File: config.mk
export PLATFORM = sky130hd
export DESIGN_NAME = pixel_range_scale_12bit_core_flat
export DESIGN_NICKNAME = d
export VERILOG_FILES = /design/src/prs_pkg.sv /design/src/prs_channels_if.sv /design/src/pixel_range_scale_12bit_core.sv /design/src/prs_ctrl.sv /design/src/prs_datapath.sv /design/src/flat_wrapper.sv
export SDC_FILE = /design/constraint.sdc
export NUM_CORES = 1
export LEC_CHECK = 0
export BUFFER_PORTS_ARGS = -buffer_cell sky130_fd_sc_hd__buf_2
export CAP_MARGIN = 25
export CORE_AREA = 2 2 169 295
export CTS_BUF_LIST = sky130_fd_sc_hd__clkbuf_4 sky130_fd_sc_hd__clkbuf_8
export DETAILED_ROUTE_END_ITERATION = 8
export DIE_AREA = 0 0 171 297
export GPL_TIMING_DRIVEN = 0
export PLACE_DENSITY = 0.57
export SLEW_MARGIN = 20
export SYNTH_ARGS = -nofsm -noshare
export SYNTH_HDL_FRONTEND = slang
export SYNTH_SLANG_ARGS = --single-unit
File: constraint.sdc
create_clock -name clock -period 23.1 [get_ports clock]
set_input_delay 4.62 -clock clock [delete_from_list [all_inputs] [get_ports clock]]
set_output_delay 4.62 -clock clock [all_outputs]
set_load 0.01 [all_outputs]
File: src/prs_pkg.sv
// shared types and constants of the pixel range scaler
// no dependencies; used by every module and interface of the block
package prs_pkg;

   localparam int PIX_W = 16;
   localparam int OP_W = 2;
   localparam int CSR_IDX_W = 1;
   localparam int PROD_W = 2 * PIX_W;

   // full-scale output code and its rounding half
   localparam logic [PIX_W-1:0] CODE_MAX = PIX_W'(4095);
   localparam logic [PIX_W-1:0] CODE_HALF = PIX_W'(4095 / 2);

   // operation codes
   localparam logic [OP_W-1:0] OP_OBSERVE = 2'd0;
   localparam logic [OP_W-1:0] OP_FORWARD = 2'd1;
   localparam logic [OP_W-1:0] OP_INVERSE = 2'd2;

   // register indexes
   localparam logic [CSR_IDX_W-1:0] REG_WIN_BASE = 1'd0;
   localparam logic [CSR_IDX_W-1:0] REG_VALUE_RANGE = 1'd1;

   // one quotient bit per divider step
   localparam int DIV_STEPS = PIX_W;
   localparam int STEP_W = $clog2(DIV_STEPS);
   localparam logic [STEP_W-1:0] STEP_LAST = STEP_W'(DIV_STEPS - 1);

   typedef struct packed {
      logic load;
      logic mul;
      logic prep;
      logic step;
      logic emit;
   } prs_cmd_type;

   typedef struct packed {
      logic req_is_map;
      logic out_free;
   } prs_status_type;

endpackage

File: src/prs_channels_if.sv
// valid/ready channel interfaces for request and response transactions
// depends on prs_pkg
interface prs_req_if;
   import prs_pkg::*;
   logic valid;
   logic ready;
   logic [OP_W-1:0] operation;
   logic [PIX_W-1:0] pixel;
   logic frame_start;

   modport source (output valid, output operation, output pixel, output frame_start,
                   input ready);
   modport sink (input valid, input operation, input pixel, input frame_start,
                 output ready);
endinterface

interface prs_rsp_if;
   import prs_pkg::*;
   logic valid;
   logic ready;
   logic [PIX_W-1:0] mapped_value;
   logic [PIX_W-1:0] lowest_seen;
   logic [PIX_W-1:0] highest_seen;
   logic any_seen;

   modport source (output valid, output mapped_value, output lowest_seen,
                   output highest_seen, output any_seen, input ready);
   modport sink (input valid, input mapped_value, input lowest_seen,
                 input highest_seen, input any_seen, output ready);
endinterface

File: src/pixel_range_scale_12bit_core.sv
// top level of the 16-bit pixel range scaler with 12-bit codes
// depends on prs_pkg, prs_req_if, prs_rsp_if, prs_ctrl, prs_datapath
//
// the block takes one transaction at a time: observe folds a pixel into the
// running min/max, forward maps a pixel from the window [base,
// base+value_range] onto 0..4095 with rounding, inverse maps a code
// back to a raw value; each transaction gives exactly one response that
// also carries the running statistics. forward and inverse pass from
// acceptance through a multiply state, a state that adds the rounding
// term, the radix-2 restoring divider, a state that loads the output
// register and an idle state that takes the next transaction; observe
// and unused codes go from acceptance straight to the output-register
// state. the response waits in an output register, so a stalled response
// holds the block only in its final state. csr writes must come while idle.
module pixel_range_scale_12bit_core (
   input  logic                          clock,
   input  logic                          reset,
   prs_req_if.sink                       req_ch,
   prs_rsp_if.source                     rsp_ch,
   input  logic                          csr_we,
   input  logic [prs_pkg::CSR_IDX_W-1:0] csr_index,
   input  logic [prs_pkg::PIX_W-1:0]     csr_wdata
);
   import prs_pkg::*;

   // command and status between sequencer and datapath
   prs_cmd_type    cmd;
   prs_status_type status;

   // sequencer: owns req ready and the divider step count
   prs_ctrl u_ctrl (
      .clock     (clock),
      .reset     (reset),
      .req_valid (req_ch.valid),
      .req_ready (req_ch.ready),
      .status    (status),
      .cmd       (cmd)
   );

   // datapath: config, statistics, arithmetic and the response register
   prs_datapath u_datapath (
      .clock            (clock),
      .reset            (reset),
      .csr_we           (csr_we),
      .csr_index        (csr_index),
      .csr_wdata        (csr_wdata),
      .req_operation    (req_ch.operation),
      .req_pixel        (req_ch.pixel),
      .req_frame_start  (req_ch.frame_start),
      .cmd              (cmd),
      .status           (status),
      .rsp_valid        (rsp_ch.valid),
      .rsp_ready        (rsp_ch.ready),
      .rsp_mapped_value (rsp_ch.mapped_value),
      .rsp_lowest_seen  (rsp_ch.lowest_seen),
      .rsp_highest_seen (rsp_ch.highest_seen),
      .rsp_any_seen     (rsp_ch.any_seen)
   );

endmodule

File: src/prs_ctrl.sv
// sequencer of the pixel range scaler: accept, multiply, divide, emit
// depends on prs_pkg
module prs_ctrl (
   input  logic                    clock,
   input  logic                    reset,
   input  logic                    req_valid,
   output logic                    req_ready,
   input  prs_pkg::prs_status_type status,
   output prs_pkg::prs_cmd_type    cmd
);
   import prs_pkg::*;

   typedef enum logic [4:0] {
      S_IDLE = 5'b00001,
      S_MUL  = 5'b00010,
      S_PREP = 5'b00100,
      S_DIV  = 5'b01000,
      S_FIN  = 5'b10000
   } prs_state_type;

   prs_state_type state_ff, state_in;
   logic [STEP_W-1:0] cnt_ff, cnt_in;

   assign req_ready = (state_ff == S_IDLE);

   always_comb begin
      state_in = state_ff;
      cnt_in = cnt_ff;
      cmd = '0;
      case (state_ff)
         S_IDLE: begin
            if (req_valid) begin
               cmd.load = 1'b1;
               state_in = status.req_is_map ? S_MUL : S_FIN;
            end
         end
         S_MUL: begin
            cmd.mul = 1'b1;
            state_in = S_PREP;
         end
         S_PREP: begin
            cmd.prep = 1'b1;
            cnt_in = '0;
            state_in = S_DIV;
         end
         S_DIV: begin
            cmd.step = 1'b1;
            cnt_in = cnt_ff + 1'b1;
            if (cnt_ff == STEP_LAST) begin
               state_in = S_FIN;
            end
         end
         S_FIN: begin
            if (status.out_free) begin
               cmd.emit = 1'b1;
               state_in = S_IDLE;
            end
         end
         default: begin
            state_in = S_IDLE;
         end
      endcase
   end

   always_ff @(posedge clock) begin
      if (reset) begin
         state_ff <= S_IDLE;
         cnt_ff <= '0;
      end else begin
         state_ff <= state_in;
         cnt_ff <= cnt_in;
      end
   end

endmodule

File: src/prs_datapath.sv
// datapath: config registers, running statistics, multiplier, divider, output register
// depends on prs_pkg
module prs_datapath (
   input  logic                          clock,
   input  logic                          reset,
   input  logic                          csr_we,
   input  logic [prs_pkg::CSR_IDX_W-1:0] csr_index,
   input  logic [prs_pkg::PIX_W-1:0]     csr_wdata,
   input  logic [prs_pkg::OP_W-1:0]      req_operation,
   input  logic [prs_pkg::PIX_W-1:0]     req_pixel,
   input  logic                          req_frame_start,
   input  prs_pkg::prs_cmd_type          cmd,
   output prs_pkg::prs_status_type       status,
   output logic                          rsp_valid,
   input  logic                          rsp_ready,
   output logic [prs_pkg::PIX_W-1:0]     rsp_mapped_value,
   output logic [prs_pkg::PIX_W-1:0]     rsp_lowest_seen,
   output logic [prs_pkg::PIX_W-1:0]     rsp_highest_seen,
   output logic                          rsp_any_seen
);
   import prs_pkg::*;

   logic [PIX_W-1:0]  win_base_ff, value_range_ff;
   logic [PIX_W-1:0]  run_min_ff, run_min_in, run_max_ff, run_max_in;
   logic              seen_ff, seen_in;
   logic [OP_W-1:0]   op_ff;
   logic [PIX_W-1:0]  pix_ff;
   logic [PROD_W-1:0] prod_ff, prod_in;
   logic [PIX_W-1:0]  addend_ff, addend_in, divisor_ff, divisor_in;
   logic              zero_range_ff, below_ff, over_ff;
   logic [PIX_W-1:0]  rem_ff, rem_in, quo_ff, quo_in;
   logic              out_valid_ff, out_valid_in;
   logic [PIX_W-1:0]  out_mapped_ff, out_low_ff, out_high_ff;
   logic              out_seen_ff;

   logic [PIX_W-1:0]  offset, code_clamped, mul_a, mul_b, result;
   logic              below, over;
   logic [PROD_W-1:0] numer;
   logic [PIX_W:0]    trial, inv_sum;
   logic              fits;

   assign status.req_is_map = (req_operation == OP_FORWARD) || (req_operation == OP_INVERSE);
   assign status.out_free = !out_valid_ff || rsp_ready;

   // config registers
   always_ff @(posedge clock) begin
      if (reset) begin
         win_base_ff <= '0;
         value_range_ff <= '0;
      end else if (csr_we) begin
         if (csr_index == REG_WIN_BASE) begin
            win_base_ff <= csr_wdata;
         end
         if (csr_index == REG_VALUE_RANGE) begin
            value_range_ff <= csr_wdata;
         end
      end
   end

   // running statistics
   always_comb begin
      run_min_in = run_min_ff;
      run_max_in = run_max_ff;
      seen_in = seen_ff;
      if (cmd.load && (req_operation == OP_OBSERVE)) begin
         seen_in = 1'b1;
         if (req_frame_start || !seen_ff) begin
            run_min_in = req_pixel;
            run_max_in = req_pixel;
         end else begin
            if (req_pixel < run_min_ff) run_min_in = req_pixel;
            if (req_pixel > run_max_ff) run_max_in = req_pixel;
         end
      end
   end

   always_ff @(posedge clock) begin
      if (reset) begin
         run_min_ff <= '0;
         run_max_ff <= '0;
         seen_ff <= 1'b0;
      end else begin
         run_min_ff <= run_min_in;
         run_max_ff <= run_max_in;
         seen_ff <= seen_in;
      end
   end

   // operand select and multiply
   always_comb begin
      offset = pix_ff - win_base_ff;
      below = pix_ff < win_base_ff;
      over = offset >= value_range_ff;
      code_clamped = (pix_ff > CODE_MAX) ? CODE_MAX : pix_ff;
      if (op_ff == OP_FORWARD) begin
         mul_a = offset;
         mul_b = CODE_MAX;
         addend_in = {1'b0, value_range_ff[PIX_W-1:1]};
         divisor_in = value_range_ff;
      end else begin
         mul_a = code_clamped;
         mul_b = value_range_ff;
         addend_in = CODE_HALF;
         divisor_in = CODE_MAX;
      end
      prod_in = PROD_W'(mul_a) * PROD_W'(mul_b);
   end

   // restoring divider, one quotient bit per step
   always_comb begin
      numer = prod_ff + PROD_W'(addend_ff);
      trial = {rem_ff, quo_ff[PIX_W-1]};
      fits = trial >= {1'b0, divisor_ff};
      rem_in = rem_ff;
      quo_in = quo_ff;
      if (cmd.prep) begin
         rem_in = numer[PROD_W-1:PIX_W];
         quo_in = numer[PIX_W-1:0];
      end else if (cmd.step) begin
         rem_in = fits ? PIX_W'(trial - {1'b0, divisor_ff}) : trial[PIX_W-1:0];
         quo_in = {quo_ff[PIX_W-2:0], fits};
      end
   end

   always_ff @(posedge clock) begin
      if (cmd.load) begin
         op_ff <= req_operation;
         pix_ff <= req_pixel;
      end
      if (cmd.mul) begin
         prod_ff <= prod_in;
         addend_ff <= addend_in;
         divisor_ff <= divisor_in;
         zero_range_ff <= (value_range_ff == '0);
         below_ff <= below;
         over_ff <= over;
      end
      rem_ff <= rem_in;
      quo_ff <= quo_in;
   end

   // final result select
   always_comb begin
      inv_sum = {1'b0, quo_ff} + {1'b0, win_base_ff};
      case (op_ff)
         OP_FORWARD: begin
            if (zero_range_ff || below_ff) result = '0;
            else if (over_ff) result = CODE_MAX;
            else result = quo_ff;
         end
         OP_INVERSE: begin
            if (zero_range_ff) result = win_base_ff;
            else if (inv_sum[PIX_W]) result = '1;
            else result = inv_sum[PIX_W-1:0];
         end
         default: begin
            result = '0;
         end
      endcase
   end

   // output register
   always_comb begin
      out_valid_in = out_valid_ff;
      if (cmd.emit) out_valid_in = 1'b1;
      else if (rsp_ready) out_valid_in = 1'b0;
   end

   always_ff @(posedge clock) begin
      if (reset) begin
         out_valid_ff <= 1'b0;
      end else begin
         out_valid_ff <= out_valid_in;
      end
   end

   always_ff @(posedge clock) begin
      if (cmd.emit) begin
         out_mapped_ff <= result;
         out_low_ff <= run_min_ff;
         out_high_ff <= run_max_ff;
         out_seen_ff <= seen_ff;
      end
   end

   assign rsp_valid = out_valid_ff;
   assign rsp_mapped_value = out_mapped_ff;
   assign rsp_lowest_seen = out_low_ff;
   assign rsp_highest_seen = out_high_ff;
   assign rsp_any_seen = out_seen_ff;

endmodule

File: src/flat_wrapper.sv
// flat-port wrapper written by rule: the top's interface ports become plain ports
module pixel_range_scale_12bit_core_flat import prs_pkg::*;
  (clock, reset, csr_we, csr_index, csr_wdata, req_ch_valid, req_ch_operation, req_ch_pixel, req_ch_frame_start, req_ch_ready, rsp_ch_valid, rsp_ch_mapped_value, rsp_ch_lowest_seen, rsp_ch_highest_seen, rsp_ch_any_seen, rsp_ch_ready);
  prs_req_if req_ch_i ();
  prs_rsp_if rsp_ch_i ();
  input  logic clock;
  input  logic reset;
  input  logic csr_we;
  input  logic [prs_pkg::CSR_IDX_W-1:0] csr_index;
  input  logic [prs_pkg::PIX_W-1:0] csr_wdata;
  input wire logic [$bits(req_ch_i.valid)-1:0] req_ch_valid;
  input wire logic [$bits(req_ch_i.operation)-1:0] req_ch_operation;
  input wire logic [$bits(req_ch_i.pixel)-1:0] req_ch_pixel;
  input wire logic [$bits(req_ch_i.frame_start)-1:0] req_ch_frame_start;
  output wire logic [$bits(req_ch_i.ready)-1:0] req_ch_ready;
  output wire logic [$bits(rsp_ch_i.valid)-1:0] rsp_ch_valid;
  output wire logic [$bits(rsp_ch_i.mapped_value)-1:0] rsp_ch_mapped_value;
  output wire logic [$bits(rsp_ch_i.lowest_seen)-1:0] rsp_ch_lowest_seen;
  output wire logic [$bits(rsp_ch_i.highest_seen)-1:0] rsp_ch_highest_seen;
  output wire logic [$bits(rsp_ch_i.any_seen)-1:0] rsp_ch_any_seen;
  input wire logic [$bits(rsp_ch_i.ready)-1:0] rsp_ch_ready;
  assign req_ch_i.valid = req_ch_valid;
  assign req_ch_i.operation = req_ch_operation;
  assign req_ch_i.pixel = req_ch_pixel;
  assign req_ch_i.frame_start = req_ch_frame_start;
  assign req_ch_ready = req_ch_i.ready;
  assign rsp_ch_valid = rsp_ch_i.valid;
  assign rsp_ch_mapped_value = rsp_ch_i.mapped_value;
  assign rsp_ch_lowest_seen = rsp_ch_i.lowest_seen;
  assign rsp_ch_highest_seen = rsp_ch_i.highest_seen;
  assign rsp_ch_any_seen = rsp_ch_i.any_seen;
  assign rsp_ch_i.ready = rsp_ch_ready;
  pixel_range_scale_12bit_core u_core (.clock(clock), .reset(reset), .req_ch(req_ch_i), .rsp_ch(rsp_ch_i), .csr_we(csr_we), .csr_index(csr_index), .csr_wdata(csr_wdata));
endmodule
==> flow_summary.json <==
{
  "hold_violations": 0,
  "cts_tree": "yes",
  "irDropWorstVdd_v": 0.0002631,
  "critPathKind": "reg2reg",
  "largest_reg_flops": 32,
  "synth.largest_area_cell": "edfxtp_1",
  "hold_depth": 0,
  "die-area_mm2": 0.05079,
  "cpMaxStageDelayCell": "o21ai_1",
  "syn_area_mm2": 0.02150,
  "cts_hold_buf": 0,
  "area_growth_pct": 10.47,
  "grt_pass1_vias": 17760,
  "die_w_um": 171,
  "num_vias": 16930,
  "yosys_warnings": 0,
  "path_max_fanout": 9,
  "cts.sinks": 225,
  "port_buffers": 90,
  "drt_iter0_drc": 982,
  "ctsResizeCount": 0,
  "via_per_inst": 5.422,
  "clk_latency_ns": 0.58,
  "power_mw": 3.783,
  "grt_setup_unrepaired": "no",
  "setup_viol": 0,
  "setup-tns-final_ns": 0,
  "crit_required_ns": 23.39,
  "ff2ff_setup_slack_ns": 13.82,
  "grt_max_degree": 37,
  "outcome": "complete, no violations",
  "cts_max_path_buffers": 3,
  "yosysUniqueCellTypes": 85,
  "startpoint": "u_core.u_datapath.pix_ff[0]$_DFFE_PP_",
  "synthArstFlopShare": 0,
  "synth_area_leaders": "edfxtp_1 21%, fa_1 18%, ha_1 13%",
  "grt.total_usage": 0.2569,
  "cts_buffers": 37,
  "wirelength_um": 64450,
  "gr-total-overflow": 0,
  "critPathMaxStageDelay_ns": 0.92,
  "worstHoldPathType": "reg2reg",
  "fin_crit_ns": 9.275,
  "clkTransAtPathRegs_ns": 0.07,
  "worst_pin_slew_ns": 1.156,
  "yosysMostFrequentCell": "inv_1",
  "path_common_cell": "fa_1",
  "dr.pass1.iters": 5,
  "relSlewSlack": 0.2242,
  "end_kind": "flop",
  "r2r_start": "u_core.u_datapath.pix_ff[0]$_DFFE_PP_",
  "max_freq_mhz": 107.8,
  "fp-row-count": 107,
  "root_buffer": "clkbuf_8",
  "netlist_instances": 2292,
  "synth-seq-area-share": 0.2794,
  "regMostFlops": "u_core.u_datapath.prod_ff",
  "nets": 2896,
  "rr_endpoint": "u_core.u_datapath.prod_ff[25]$_DFFE_PP_",
  "final_layout_size_suffix_gt1_frac": 0.08874,
  "io_pins": 92,
  "synth_top_area_frac": 0.2095,
  "dp_hpwl_um": 53520,
  "grt_pass1_wl_um": 99020,
  "setup.worst_path.start_class": "flop",
  "postCtsSetupBuffers": 0,
  "routedWlPerCell_um": 20.64,
  "slew_viol_final": 0,
  "design.core.area_mm2": 0.04846,
  "die_h_um": 297,
  "synth_edf_count": 150,
  "period_share": 0.4015,
  "initial_core_util": 0.4435,
  "ant_nets": 0,
  "maxCapViolations": 0,
  "drc": 0,
  "p_leak_nw": 10.85,
  "antenna_found_initial": 1,
  "fin_worst_skew_ns": 0.03993,
  "power_density_mw_per_mm2": 159.3,
  "synth_commonest_cells": "345 x inv_1, 227 x nand2_1, 218 x ha_1",
  "h-tree-depth": 2,
  "synth_ff_type": "edfxtp_1",
  "cp.arrival_ns": 9.56,
  "crit_end": "u_core.u_datapath.prod_ff[25]$_DFFE_PP_",
  "avgSynthCellArea_um2": 9.379,
  "gp_congestion": 0.9675,
  "ys_ff_latch": 225,
  "rr_worst_depth": 29
}
## where the power goes
| group | leakage, nW | switching (mW) | internal [mW] |
|---|---|---|---|
| combinational | 8.36 | 1.65 | 1.13 |
| sequential | 2.04 | 0.0176 | 0.580 |
| clock | 0.445 | 0.174 | 0.223 |
## layout make-up
type / instances / area [µm²]
tap: 654 / 818.3
timing repair buffer: 94 / 533.0
antenna: 1 / 2.502
sequential: 225 / 6006
inverter: 345 / 1295
fill: 4661 / 24720
multi-input combinational: 1665 / 13970
buffer: 71 / 284.0
clock buffer: 48 / 610.6
clock inverter: 20 / 226.5
## worst min-delay path by stage
stage / start / endpoint / slack (ns)
floorplan: u_core.u_datapath.run_min_ff[10]$_SDFFE_PP0P_ / u_core.u_datapath.rsp_lowest_seen[10]$_DFFE_PP_ / 0.43
global placement: u_core.u_datapath.run_min_ff[9]$_SDFFE_PP0P_ / u_core.u_datapath.rsp_lowest_seen[9]$_DFFE_PP_ / 0.44
detailed placement: u_core.u_datapath.run_max_ff[4]$_SDFFE_PP0P_ / u_core.u_datapath.rsp_highest_seen[4]$_DFFE_PP_ / 0.44
CTS: u_core.u_datapath.run_min_ff[4]$_SDFFE_PP0P_ / u_core.u_datapath.rsp_lowest_seen[4]$_DFFE_PP_ / 0.46
global route: u_core.u_datapath.run_min_ff[4]$_SDFFE_PP0P_ / u_core.u_datapath.rsp_lowest_seen[4]$_DFFE_PP_ / 0.48
finish: u_core.u_datapath.run_min_ff[4]$_SDFFE_PP0P_ / u_core.u_datapath.rsp_lowest_seen[4]$_DFFE_PP_ / 0.45
## worst max-delay path, delay by kind of cell, from the launching register on
family	cells	cell delay (ns)
AO/OA/AOI/OAI	12	3.57
adder cells (fa/ha/maj)	9	4.00
AND/OR/NAND/NOR	4	0.63
buffers and inverters	4	0.25
flip-flops	1	0.52
## through the flow
stage	instance area, µm²	cells	hold WS [ns]	worst slack [ns]	util
final	23750	3123	0.4520	13.82	0.4900
after floorplan	21550	2306	0.4298	15.58	-
after global routing	23750	3123	0.4763	13.42	0.4900
after global placement	22820	3050	0.4448	14.13	0.4708
after CTS	23740	3121	0.4578	13.95	0.4898
after detailed placement	22900	3053	0.4435	14.02	0.4725
## cells by family (layout without fill, tap and decap cells)
kind of cell / after synthesis / after routing / synth area share
buffers and inverters: 416 / 578 / 0.07346
xor gates and xnor gates: 86 / 86 / 0.03504
adders and majority gates: 416 / 416 / 0.3113
and+or+nand+nor: 651 / 651 / 0.1369
other: 2 / 17 / 0.0003494
muxes: 55 / 55 / 0.02602
AOI/OAI and AO/OA: 441 / 441 / 0.1375
DFF: 225 / 225 / 0.2794
## metal layers
metal | track usage | wire length [µm] | vias to the layer above
li1 | - | - | 8005
met5 | 0 | 0 | -
met3 | 0.02581 | 2073 | 200
met1 | 0.2629 | 22530 | 8250
met2 | 0.4918 | 35410 | 478
met4 | 0.1519 | 4448 | 0
## placed cells by master (no fill, tap or decap), types with 13 or more instances in the layout
| master | n |
|---|---|
| a21bo_2 | 15 |
| a21o_1 | 52 |
| a21oi_1 | 134 |
| and2_1 | 19 |
| and3_1 | 18 |
| buf_2 | 95 |
| clkbuf_1 | 60 |
| clkbuf_8 | 40 |
| conb_1 | 16 |
| dfxtp_1 | 75 |
| edfxtp_1 | 150 |
| fa_1 | 198 |
| ha_1 | 218 |
| inv_1 | 343 |
| mux2i_1 | 48 |
| nand2_1 | 227 |
| nand2b_1 | 13 |
| nand3_1 | 46 |
| nand4_1 | 18 |
| nor2_1 | 206 |
| nor2b_1 | 27 |
| nor3_1 | 35 |
| o21a_1 | 27 |
| o21ai_0 | 75 |
| o21ai_1 | 17 |
| or3_1 | 13 |
| xnor2_1 | 64 |
| xor2_1 | 22 |
(Power assumes the default switching activity.)
